--- src/sv/fpl_pkg.sv ---
package fpl_pkg;

    localparam int CNT_W = 6;
    localparam logic [15:0] STEP_TICKS_RST = 16'd40;

    typedef enum logic [1:0] {
        OP_BYTE = 2'd0,
        OP_EOM  = 2'd1,
        OP_TICK = 2'd2,
        OP_NONE = 2'd3
    } t_op;

    typedef enum logic [1:0] {
        LED_OFF   = 2'd0,
        LED_ON    = 2'd1,
        LED_BLINK = 2'd2
    } t_led;

    // token parser: skip blanks, collect digits, ignore rest of token
    typedef enum logic [2:0] {
        TS_SKIP = 3'b001,
        TS_NUM  = 3'b010,
        TS_REST = 3'b100
    } t_tok_stage;

    localparam logic [7:0] CH_TAB   = 8'h09;
    localparam logic [7:0] CH_LF    = 8'h0a;
    localparam logic [7:0] CH_VT    = 8'h0b;
    localparam logic [7:0] CH_FF    = 8'h0c;
    localparam logic [7:0] CH_CR    = 8'h0d;
    localparam logic [7:0] CH_SPACE = 8'h20;
    localparam logic [7:0] CH_PLUS  = 8'h2b;
    localparam logic [7:0] CH_COMMA = 8'h2c;
    localparam logic [7:0] CH_MINUS = 8'h2d;
    localparam logic [7:0] CH_0     = 8'h30;
    localparam logic [7:0] CH_9     = 8'h39;

    // middle stage: table read in flight plus result fields
    typedef struct packed {
        logic                   rd;
        logic                   byp;
        logic [7:0]             byp_data;
        logic                   vld;
        logic [7:0]             rom;
        logic                   dw;
        logic                   pend;
        t_led                   led;
        logic [CNT_W-1:0]       cnt;
    } t_s1;

    // power-up half-sine profile, zero past the first half period
    function automatic logic [7:0] f_reset_duty(input logic [CNT_W-1:0] idx);
        logic [7:0] v;
        case (idx)
            6'd1:    v = 8'd32;
            6'd2:    v = 8'd63;
            6'd3:    v = 8'd94;
            6'd4:    v = 8'd123;
            6'd5:    v = 8'd150;
            6'd6:    v = 8'd175;
            6'd7:    v = 8'd196;
            6'd8:    v = 8'd215;
            6'd9:    v = 8'd231;
            6'd10:   v = 8'd243;
            6'd11:   v = 8'd250;
            6'd12:   v = 8'd254;
            6'd13:   v = 8'd254;
            6'd14:   v = 8'd250;
            6'd15:   v = 8'd243;
            6'd16:   v = 8'd231;
            6'd17:   v = 8'd215;
            6'd18:   v = 8'd196;
            6'd19:   v = 8'd175;
            6'd20:   v = 8'd150;
            6'd21:   v = 8'd123;
            6'd22:   v = 8'd94;
            6'd23:   v = 8'd63;
            6'd24:   v = 8'd32;
            default: v = 8'd0;
        endcase
        return v;
    endfunction

endpackage

--- src/sv/fpl_ram.sv ---
module fpl_ram #(
    parameter int WIDTH = 8,
    parameter int DEPTH = 50,
    parameter int AW    = (DEPTH > 1) ? $clog2(DEPTH) : 1
) (
    input  logic             i_clk,
    input  logic             i_we,
    input  logic [AW-1:0]    i_waddr,
    input  logic [WIDTH-1:0] i_wdata,
    input  logic             i_re,
    input  logic [AW-1:0]    i_raddr,
    output logic [WIDTH-1:0] o_rdata
);

    logic [WIDTH-1:0] r_mem [DEPTH];
    logic [WIDTH-1:0] r_rdata;

    always_ff @(posedge i_clk) begin
        if (i_we) begin
            r_mem[i_waddr] <= i_wdata;
        end
        if (i_re) begin
            r_rdata <= r_mem[i_raddr];
        end
    end

    assign o_rdata = r_rdata;

endmodule

--- src/sv/flow_profile_loader_player.sv ---
// Flow profile loader and player. Each input word is a serial byte, an
// end-of-message mark or a time tick (selected by tuser); every word gives
// exactly one result word. Bytes are parsed as a comma-separated list of
// decimal duty values into the profile table; end of message starts looped
// playback from entry 0, and each entry is held for step_ticks ticks. One
// word is accepted per clock while the output is not stalled; each result
// is registered first with the parser/sequencer update and the table read,
// then in the output register. The table comes up holding the half-sine
// profile at once through per-entry valid bits, with no clearing pass after
// reset. Write step_ticks only while no word is in flight.
module flow_profile_loader_player #(
    parameter int PROFILE_LEN = 50
) (
    input  logic        i_clk,
    input  logic        i_rst_n,
    input  logic        i_cfg_wen,
    input  logic [15:0] i_cfg_wdata,
    input  logic        i_s_axis_tvalid,
    output logic        o_s_axis_tready,
    input  logic [7:0]  i_s_axis_tdata,   // byte_value
    input  logic [1:0]  i_s_axis_tuser,   // operation
    output logic        o_m_axis_tvalid,
    input  logic        i_m_axis_tready,
    output logic [15:0] o_m_axis_tdata,   // duty[7:0], led_mode[9:8], entries_loaded[15:10]
    output logic [0:0]  o_m_axis_tuser,   // duty_write
    output logic        o_m_axis_tlast    // profile_end
);

    localparam int AW = (PROFILE_LEN > 1) ? $clog2(PROFILE_LEN) : 1;
    localparam logic [fpl_pkg::CNT_W-1:0] LEN_C  = fpl_pkg::CNT_W'(PROFILE_LEN);
    localparam logic [AW-1:0]             LAST_C = AW'(PROFILE_LEN - 1);

    // parser and sequencer state
    logic [7:0]                  r_accum,    n_accum;
    logic                        r_neg,      n_neg;
    fpl_pkg::t_tok_stage         r_stage,    n_stage;
    logic                        r_present,  n_present;
    logic [fpl_pkg::CNT_W-1:0]   r_count,    n_count;
    logic                        r_playing,  n_playing;
    logic [AW-1:0]               r_idx,      n_idx;
    logic [15:0]                 r_hold,     n_hold;
    fpl_pkg::t_led               r_light,    n_light;
    logic [15:0]                 r_step;
    logic [PROFILE_LEN-1:0]      r_vld;

    // pipeline
    logic                        r_s1_valid;
    fpl_pkg::t_s1                r_s1,       n_s1;
    logic                        r_out_valid;
    logic [7:0]                  r_duty;
    logic                        r_out_dw;
    logic                        r_out_pend;
    fpl_pkg::t_led               r_out_led;
    logic [fpl_pkg::CNT_W-1:0]   r_out_cnt;

    logic                        acc;
    logic                        s1_adv;
    logic                        we;
    logic [AW-1:0]               waddr;
    logic [7:0]                  wdata;
    logic                        re;
    logic [AW-1:0]               raddr;
    logic [7:0]                  ram_q;

    assign s1_adv          = r_s1_valid && (!r_out_valid || i_m_axis_tready);
    assign o_s_axis_tready = !r_s1_valid || s1_adv;
    assign acc             = i_s_axis_tvalid && o_s_axis_tready;

    always_comb begin
        logic [7:0]                c;
        logic                      is_dig;
        logic [7:0]                dig;
        logic [fpl_pkg::CNT_W-1:0] ec;
        logic                      fin_we;
        logic [7:0]                tok_val;
        logic [15:0]               lim;
        logic [16:0]               nxt;
        logic [AW-1:0]             nidx;

        c       = i_s_axis_tdata;
        is_dig  = (c >= fpl_pkg::CH_0) && (c <= fpl_pkg::CH_9);
        dig     = {4'd0, c[3:0]};
        ec      = r_playing ? '0 : r_count;
        fin_we  = r_present && (ec < LEN_C);
        tok_val = r_neg ? (8'd0 - r_accum) : r_accum;
        lim     = (r_step == 16'd0) ? 16'd1 : r_step;
        nxt     = {1'b0, r_hold} + 17'd1;
        nidx    = (r_idx == LAST_C) ? '0 : r_idx + AW'(1);

        n_accum   = r_accum;
        n_neg     = r_neg;
        n_stage   = r_stage;
        n_present = r_present;
        n_count   = r_count;
        n_playing = r_playing;
        n_idx     = r_idx;
        n_hold    = r_hold;
        n_light   = r_light;
        we        = 1'b0;
        waddr     = ec[AW-1:0];
        wdata     = tok_val;
        re        = 1'b0;
        raddr     = '0;
        n_s1      = '0;

        if (acc) begin
            unique case (fpl_pkg::t_op'(i_s_axis_tuser))
                fpl_pkg::OP_BYTE: begin
                    n_playing = 1'b0;
                    n_count   = ec;
                    if (c == fpl_pkg::CH_CR || c == fpl_pkg::CH_LF) begin
                        // dropped
                    end else if (c == fpl_pkg::CH_COMMA) begin
                        we        = fin_we;
                        n_count   = fin_we ? ec + 6'd1 : ec;
                        n_accum   = '0;
                        n_neg     = 1'b0;
                        n_stage   = fpl_pkg::TS_SKIP;
                        n_present = 1'b0;
                    end else begin
                        n_present = 1'b1;
                        unique case (r_stage)
                            fpl_pkg::TS_SKIP: begin
                                if (c == fpl_pkg::CH_SPACE || c == fpl_pkg::CH_TAB ||
                                    c == fpl_pkg::CH_VT || c == fpl_pkg::CH_FF) begin
                                    // leading blank
                                end else if (c == fpl_pkg::CH_PLUS) begin
                                    n_stage = fpl_pkg::TS_NUM;
                                end else if (c == fpl_pkg::CH_MINUS) begin
                                    n_neg   = 1'b1;
                                    n_stage = fpl_pkg::TS_NUM;
                                end else if (is_dig) begin
                                    n_accum = dig;
                                    n_stage = fpl_pkg::TS_NUM;
                                end else begin
                                    n_stage = fpl_pkg::TS_REST;
                                end
                            end
                            fpl_pkg::TS_NUM: begin
                                if (is_dig) begin
                                    // accum * 10 + digit, mod 256
                                    n_accum = {r_accum[4:0], 3'd0} + {r_accum[6:0], 1'b0} + dig;
                                end else begin
                                    n_stage = fpl_pkg::TS_REST;
                                end
                            end
                            default: begin
                            end
                        endcase
                    end
                end
                fpl_pkg::OP_EOM: begin
                    if (r_playing) begin
                        n_count = '0;
                    end else begin
                        we        = fin_we;
                        n_count   = fin_we ? ec + 6'd1 : ec;
                        n_accum   = '0;
                        n_neg     = 1'b0;
                        n_stage   = fpl_pkg::TS_SKIP;
                        n_present = 1'b0;
                    end
                    n_light   = (n_count == LEN_C) ? fpl_pkg::LED_BLINK : fpl_pkg::LED_ON;
                    n_playing = 1'b1;
                    n_idx     = '0;
                    n_hold    = '0;
                    re        = 1'b1;
                    raddr     = '0;
                    n_s1.dw   = 1'b1;
                end
                fpl_pkg::OP_TICK: begin
                    if (r_playing) begin
                        if (nxt >= {1'b0, lim}) begin
                            n_hold    = '0;
                            n_idx     = nidx;
                            n_s1.pend = (r_idx == LAST_C);
                            re        = 1'b1;
                            raddr     = nidx;
                            n_s1.dw   = 1'b1;
                        end else begin
                            n_hold = nxt[15:0];
                        end
                    end
                end
                fpl_pkg::OP_NONE: begin
                end
                default: begin
                end
            endcase
        end

        n_s1.rd       = re;
        // same-word write and read of one entry: ram returns old data
        n_s1.byp      = we && (waddr == raddr);
        n_s1.byp_data = wdata;
        n_s1.vld      = r_vld[raddr];
        n_s1.rom      = fpl_pkg::f_reset_duty(fpl_pkg::CNT_W'(raddr));
        n_s1.led      = n_light;
        n_s1.cnt      = n_count;
    end

    fpl_ram #(
        .WIDTH (8),
        .DEPTH (PROFILE_LEN)
    ) u_table (
        .i_clk   (i_clk),
        .i_we    (we),
        .i_waddr (waddr),
        .i_wdata (wdata),
        .i_re    (re),
        .i_raddr (raddr),
        .o_rdata (ram_q)
    );

    always_ff @(posedge i_clk) begin
        if (!i_rst_n) begin
            r_accum   <= '0;
            r_neg     <= 1'b0;
            r_stage   <= fpl_pkg::TS_SKIP;
            r_present <= 1'b0;
            r_count   <= '0;
            r_playing <= 1'b0;
            r_idx     <= '0;
            r_hold    <= '0;
            r_light   <= fpl_pkg::LED_OFF;
            r_step    <= fpl_pkg::STEP_TICKS_RST;
            r_vld     <= '0;
        end else begin
            r_accum   <= n_accum;
            r_neg     <= n_neg;
            r_stage   <= n_stage;
            r_present <= n_present;
            r_count   <= n_count;
            r_playing <= n_playing;
            r_idx     <= n_idx;
            r_hold    <= n_hold;
            r_light   <= n_light;
            if (i_cfg_wen) begin
                r_step <= i_cfg_wdata;
            end
            if (we) begin
                r_vld[waddr] <= 1'b1;
            end
        end
    end

    always_ff @(posedge i_clk) begin
        if (!i_rst_n) begin
            r_s1_valid  <= 1'b0;
            r_out_valid <= 1'b0;
            r_duty      <= '0;
        end else begin
            if (acc) begin
                r_s1_valid <= 1'b1;
            end else if (s1_adv) begin
                r_s1_valid <= 1'b0;
            end
            if (s1_adv) begin
                r_out_valid <= 1'b1;
                if (r_s1.rd) begin
                    r_duty <= r_s1.byp ? r_s1.byp_data : (r_s1.vld ? ram_q : r_s1.rom);
                end
            end else if (i_m_axis_tready) begin
                r_out_valid <= 1'b0;
            end
        end
    end

    always_ff @(posedge i_clk) begin
        if (acc) begin
            r_s1 <= n_s1;
        end
        if (s1_adv) begin
            r_out_dw   <= r_s1.dw;
            r_out_pend <= r_s1.pend;
            r_out_led  <= r_s1.led;
            r_out_cnt  <= r_s1.cnt;
        end
    end

    assign o_m_axis_tvalid = r_out_valid;
    assign o_m_axis_tdata  = {r_out_cnt, r_out_led, r_duty};
    assign o_m_axis_tuser  = r_out_dw;
    assign o_m_axis_tlast  = r_out_pend;

`ifndef SYNTHESIS
    a_count_bound: assert property (@(posedge i_clk) disable iff (!i_rst_n)
        r_count <= LEN_C)
        else $error("entry count beyond table length");

    a_idx_bound: assert property (@(posedge i_clk) disable iff (!i_rst_n)
        r_idx <= LAST_C)
        else $error("play index beyond table length");

    a_pend_dw: assert property (@(posedge i_clk) disable iff (!i_rst_n)
        r_out_valid && r_out_pend |-> r_out_dw)
        else $error("profile end without duty write");

    a_eom_read: assert property (@(posedge i_clk) disable iff (!i_rst_n)
        acc && (i_s_axis_tuser == fpl_pkg::OP_EOM) |=> r_s1_valid && r_s1.rd && r_s1.dw)
        else $error("end of message did not start a table read");

    a_play_light: assert property (@(posedge i_clk) disable iff (!i_rst_n)
        r_playing |-> (r_light != fpl_pkg::LED_OFF))
        else $error("playing with status light off");
`endif

endmodule
--- config.mk ---
export PLATFORM = sky130hd
export DESIGN_NAME = flow_profile_loader_player
export DESIGN_NICKNAME = d
export VERILOG_FILES = /design/src/sv/fpl_pkg.sv /design/src/sv/fpl_ram.sv /design/src/sv/flow_profile_loader_player.sv
export SDC_FILE = /design/constraint.sdc
export NUM_CORES = 1
export LEC_CHECK = 0
export BUFFER_PORTS_ARGS = -buffer_cell sky130_fd_sc_hd__buf_4
export CORE_UTILIZATION = 40
export CTS_CLUSTER_DIAMETER = 50
export DETAILED_ROUTE_END_ITERATION = 6
export PLACE_DENSITY = 0.59
export SLEW_MARGIN = 25
export SYNTH_ARGS = -nofsm -noshare
export SYNTH_HDL_FRONTEND = slang
export SYNTH_HIERARCHICAL = 1
export SYNTH_SLANG_ARGS = --single-unit
export TNS_END_PERCENT = 50
--- constraint.sdc ---
create_clock -name i_clk -period 13.2 [get_ports i_clk]
set_clock_uncertainty 0.1 [all_clocks]
set_input_delay 0.66 -clock i_clk [delete_from_list [all_inputs] [get_ports i_clk]]
set_output_delay 0.66 -clock i_clk [all_outputs]
set_load 0.01 [all_outputs]
==> run metrics <==
Synth async-reset ratio 0; final setup TNS 0 ns; endpoints failing setup 0; largest net degree at the start of global routing approximately 120; PwrDens approximately 130 mW/mm²; post-synthesis xor/xnor area fraction 0.0122; sequential fraction of the synthesis area 0.628; Crit. End Element flip-flop; critical path cell sequence ha_1, and4_1, and4_1, nand3_1, nor3_1, xor2_1, ha_1, nand3_1, or3_4, or4_4, nand4_4, o211ai_4, inv_8, buf_4, mux4_2, mux2i_1, nor2_1, a311oi_1, nand4_1; Required @ worst endpoint 13.43 ns; via count 15700; DR pass1 iterations 6; Hold-fix buffers, CTS 0; Max clock buf depth 3; Seq cells post-synth 567; YS warnings 6; Routed WL about 63 mm; Netlist cell types a little over 90; vias in the first global route 15500; worst hold path class input port to flip-flop; Layout area overhead 13.0%; syn avg cell area 13.3 µm²; Compound-Gate Fraction of Synth Area 0.0905; CTS Sinks 567; adder-cell share of the synthesized area 0.0234; H-tree Lvls 3; Die H roughly 250 µm; clock latency on the worst-skew pair about 0.60 ns; synth cell count leaders edfxtp_1, mux2i_1, nor2_1; # port buffers 50; share of cells above drive strength 1 0.138; final std cells w/o fill about 2800; Residual DRC 0; Synth Instances around 1900; Root Buffer clkbuf_16; leak pwr between 9 and 10 nW; period utilisation layout 0.538; Worst-path clk slew about 0.060 ns; Buffers & Inverters on Critical Path 2; Post-Syn Nets just under 2000; antenna viol nets, final 0; crit path launch r_hold[0]$_SDFFE_PN0P_; gr ovfl total 0; initial antenna violation count 1; EDFF count, synth 447; io pins 51; status finished clean; CTS Buf Count 66; Worst VDD drop 0.0860 mV; Slew Viols, Final 0; Avg WL per Cell 22.1 µm; area of the multi-input gates slightly below 0.009 mm²; CTS tree done; half-perimeter wire length after placement just over 40 mm; worst-path fanout max 76; # rows 91; CP peak stage delay approximately 0.79 ns; Post-synth top flop edfxtp_1; drt initial violations roughly 1500; Simple-Gate Fraction of Synth Area 0.114; Fmax 0.141 GHz; Layout Nets 2015; Via density roughly 5.6; starting density of the core 0.407; Die Span X about 250 µm; Crit Path Category flip-flop to flip-flop; largest family of logic cells by synthesized area simple AND/OR/NAND/NOR gates; Hold Crit Start i_cfg_wdata[5]; RR Startpoint r_hold[0]$_SDFFE_PN0P_; die area ~0.064 mm²; dpl cells roughly 2700; max-capacitance violation count 0; Top Family by Delay on Critical Path simple AND/OR/NAND/NOR gates; core area 0.0619 mm²; RSZ-0062 raised after global routing no; GP Congestion 0.892; worst slew pin tran 1.05 ns; Tmin final roughly 7.1 ns; Resize count post-CTS 0; Reg area between 0.015 and 0.02 mm²; post-synth design cell area between 0.02 and 0.03 mm²; most numerous cell in the Yosys netlist edfxtp_1; first-pass GRT wire length ~95 mm; cell taking the most area after synthesis edfxtp_1; WP data arrival 7.33 ns; Rel. slew slack 0.300; Post CTS Setup Buffer Count 0; Startpoint Class flip-flop; Yosys top cell area share 0.533; Final Hold Fails 0; multiplexer share of the synthesized area 0.104; synth top area cells edfxtp_1, dfxtp_1, mux2i_1; GRT Resource Usage Total 0.198; # fillers 5624; slowest library cell on the worst path buf_4
-- power breakdown --
part	internal (mW)	total [mW]	switching (mW)
registers	1.93	1.94	0.0106
logic	0.0348	0.0958	0.0610
clock network	1.04	1.76	0.726
-- per-layer routing --
layer / GRT usage / up-vias / routed length, µm
li1: - / 7234 / -
met1: 0.275 / 7921 / 28000
met2: 0.319 / 509 / 29500
met3: 0.0278 / 76 / 3740
met4: 0.0634 / 0 / 1370
met5: 0 / - / 0
-- sequential cells by signal, indices dropped and copies added, names as in the netlist, 2 cells and up --
| register | flops |
|---|---|
| r_accum | 8 |
| r_count | 6 |
| r_duty | 8 |
| r_hold | 16 |
| r_idx | 6 |
| r_light | 2 |
| r_out_cnt | 6 |
| r_out_led | 2 |
| r_s1 | 29 |
| r_stage | 3 |
| r_step | 16 |
| r_vld | 50 |
| u_table/o_rdata | 8 |
| u_table/r_mem | 400 |
-- placed cells by master (no fill, tap or decap), drive strengths merged, types with 6 or more instances in the layout --
master	count
nand2	113
mux2i	184
a21boi	24
nand2b	19
and2	26
xor2	16
mux4	28
edfxtp	447
ha	44
and3	13
nor2b	62
or2	6
mux2	13
o211ai	10
nor4	9
nor2	152
a31oi	13
nand3b	15
nand3	39
nor3	47
buf	73
dfxtp	120
a21o	13
clkbuf	87
a311oi	12
o21a	34
o22ai	10
a22oi	35
nand4	17
a22o	13
a211oi	12
a21oi	87
o21ai	41
clkinv	24
inv	41
xnor2	19
or3	16
-- worst register-to-register path: stages (launching register included) --
cell and delay, ns:
dfxtp_1 0.39, ha_1 0.27, and4_1 0.23, and4_1 0.30, nand3_1 0.21, nor3_1 0.37, xor2_1 0.13, ha_1 0.33
nand3_1 0.10, or3_4 0.40, or4_4 0.55, nand4_4 0.15, o211ai_4 0.27, inv_8 0.63, buf_4 0.89, mux4_2 0.70
mux2i_1 0.19, nor2_1 0.12, a311oi_1 0.39, nand4_1 0.13
-- layout make-up --
type                    instances  share of cell area
flip-flops and latches        567               0.556
multi-input cells            1194               0.309
clock buffers                  87              0.0637
well taps                     837              0.0368
repair buffers                 73              0.0194
clock inverters                34              0.0107
inverters                      36             0.00514
diodes                          1           0.0000879
-- kinds of logic (layout without fill, tap and decap cells) --
logic type,count (synthesis),count (layout)
xor gates and xnor gates,35,35
adders and majority gates,46,46
and+or+nand+nor,556,556
muxes,225,225
AOI/OAI and AO/OA,332,332
buffers and inverters,140,230
other,0,1
DFF,567,567
-- per-stage QoR --
step / hold WS [ns] / power [mW] / area (µm²) / worst slack [ns] / util
3_3_place_gp: 0.303 / 2.07 / 26300 / 6.01 / 0.425
5_1_grt: 0.177 / 3.92 / 28500 / 5.63 / 0.460
4_1_cts: 0.167 / 3.84 / 28500 / 5.84 / 0.459
3_5_place_dp: 0.308 / 2.07 / 26300 / 5.82 / 0.425
2_1_floorplan: 0.300 / 2.03 / 25200 / 7.91 / -
6_report: 0.193 / 3.80 / 28500 / 6.09 / 0.460
-- path summary, 6_finish.rpt --
check             slack, ns  cells past startpoint                            to
hold reg to reg        0.32                      0        r_out_cnt[1]$_DFFE_PP_
setup / recovery       6.09                     19  u_table/o_rdata[5]$_DFFE_PP_
setup reg to reg       6.09                     19  u_table/o_rdata[5]$_DFFE_PP_
hold / removal         0.19                      3        r_step[5]$_SDFFE_PN1P_
Note: power is estimated with default switching activity, not from simulation.
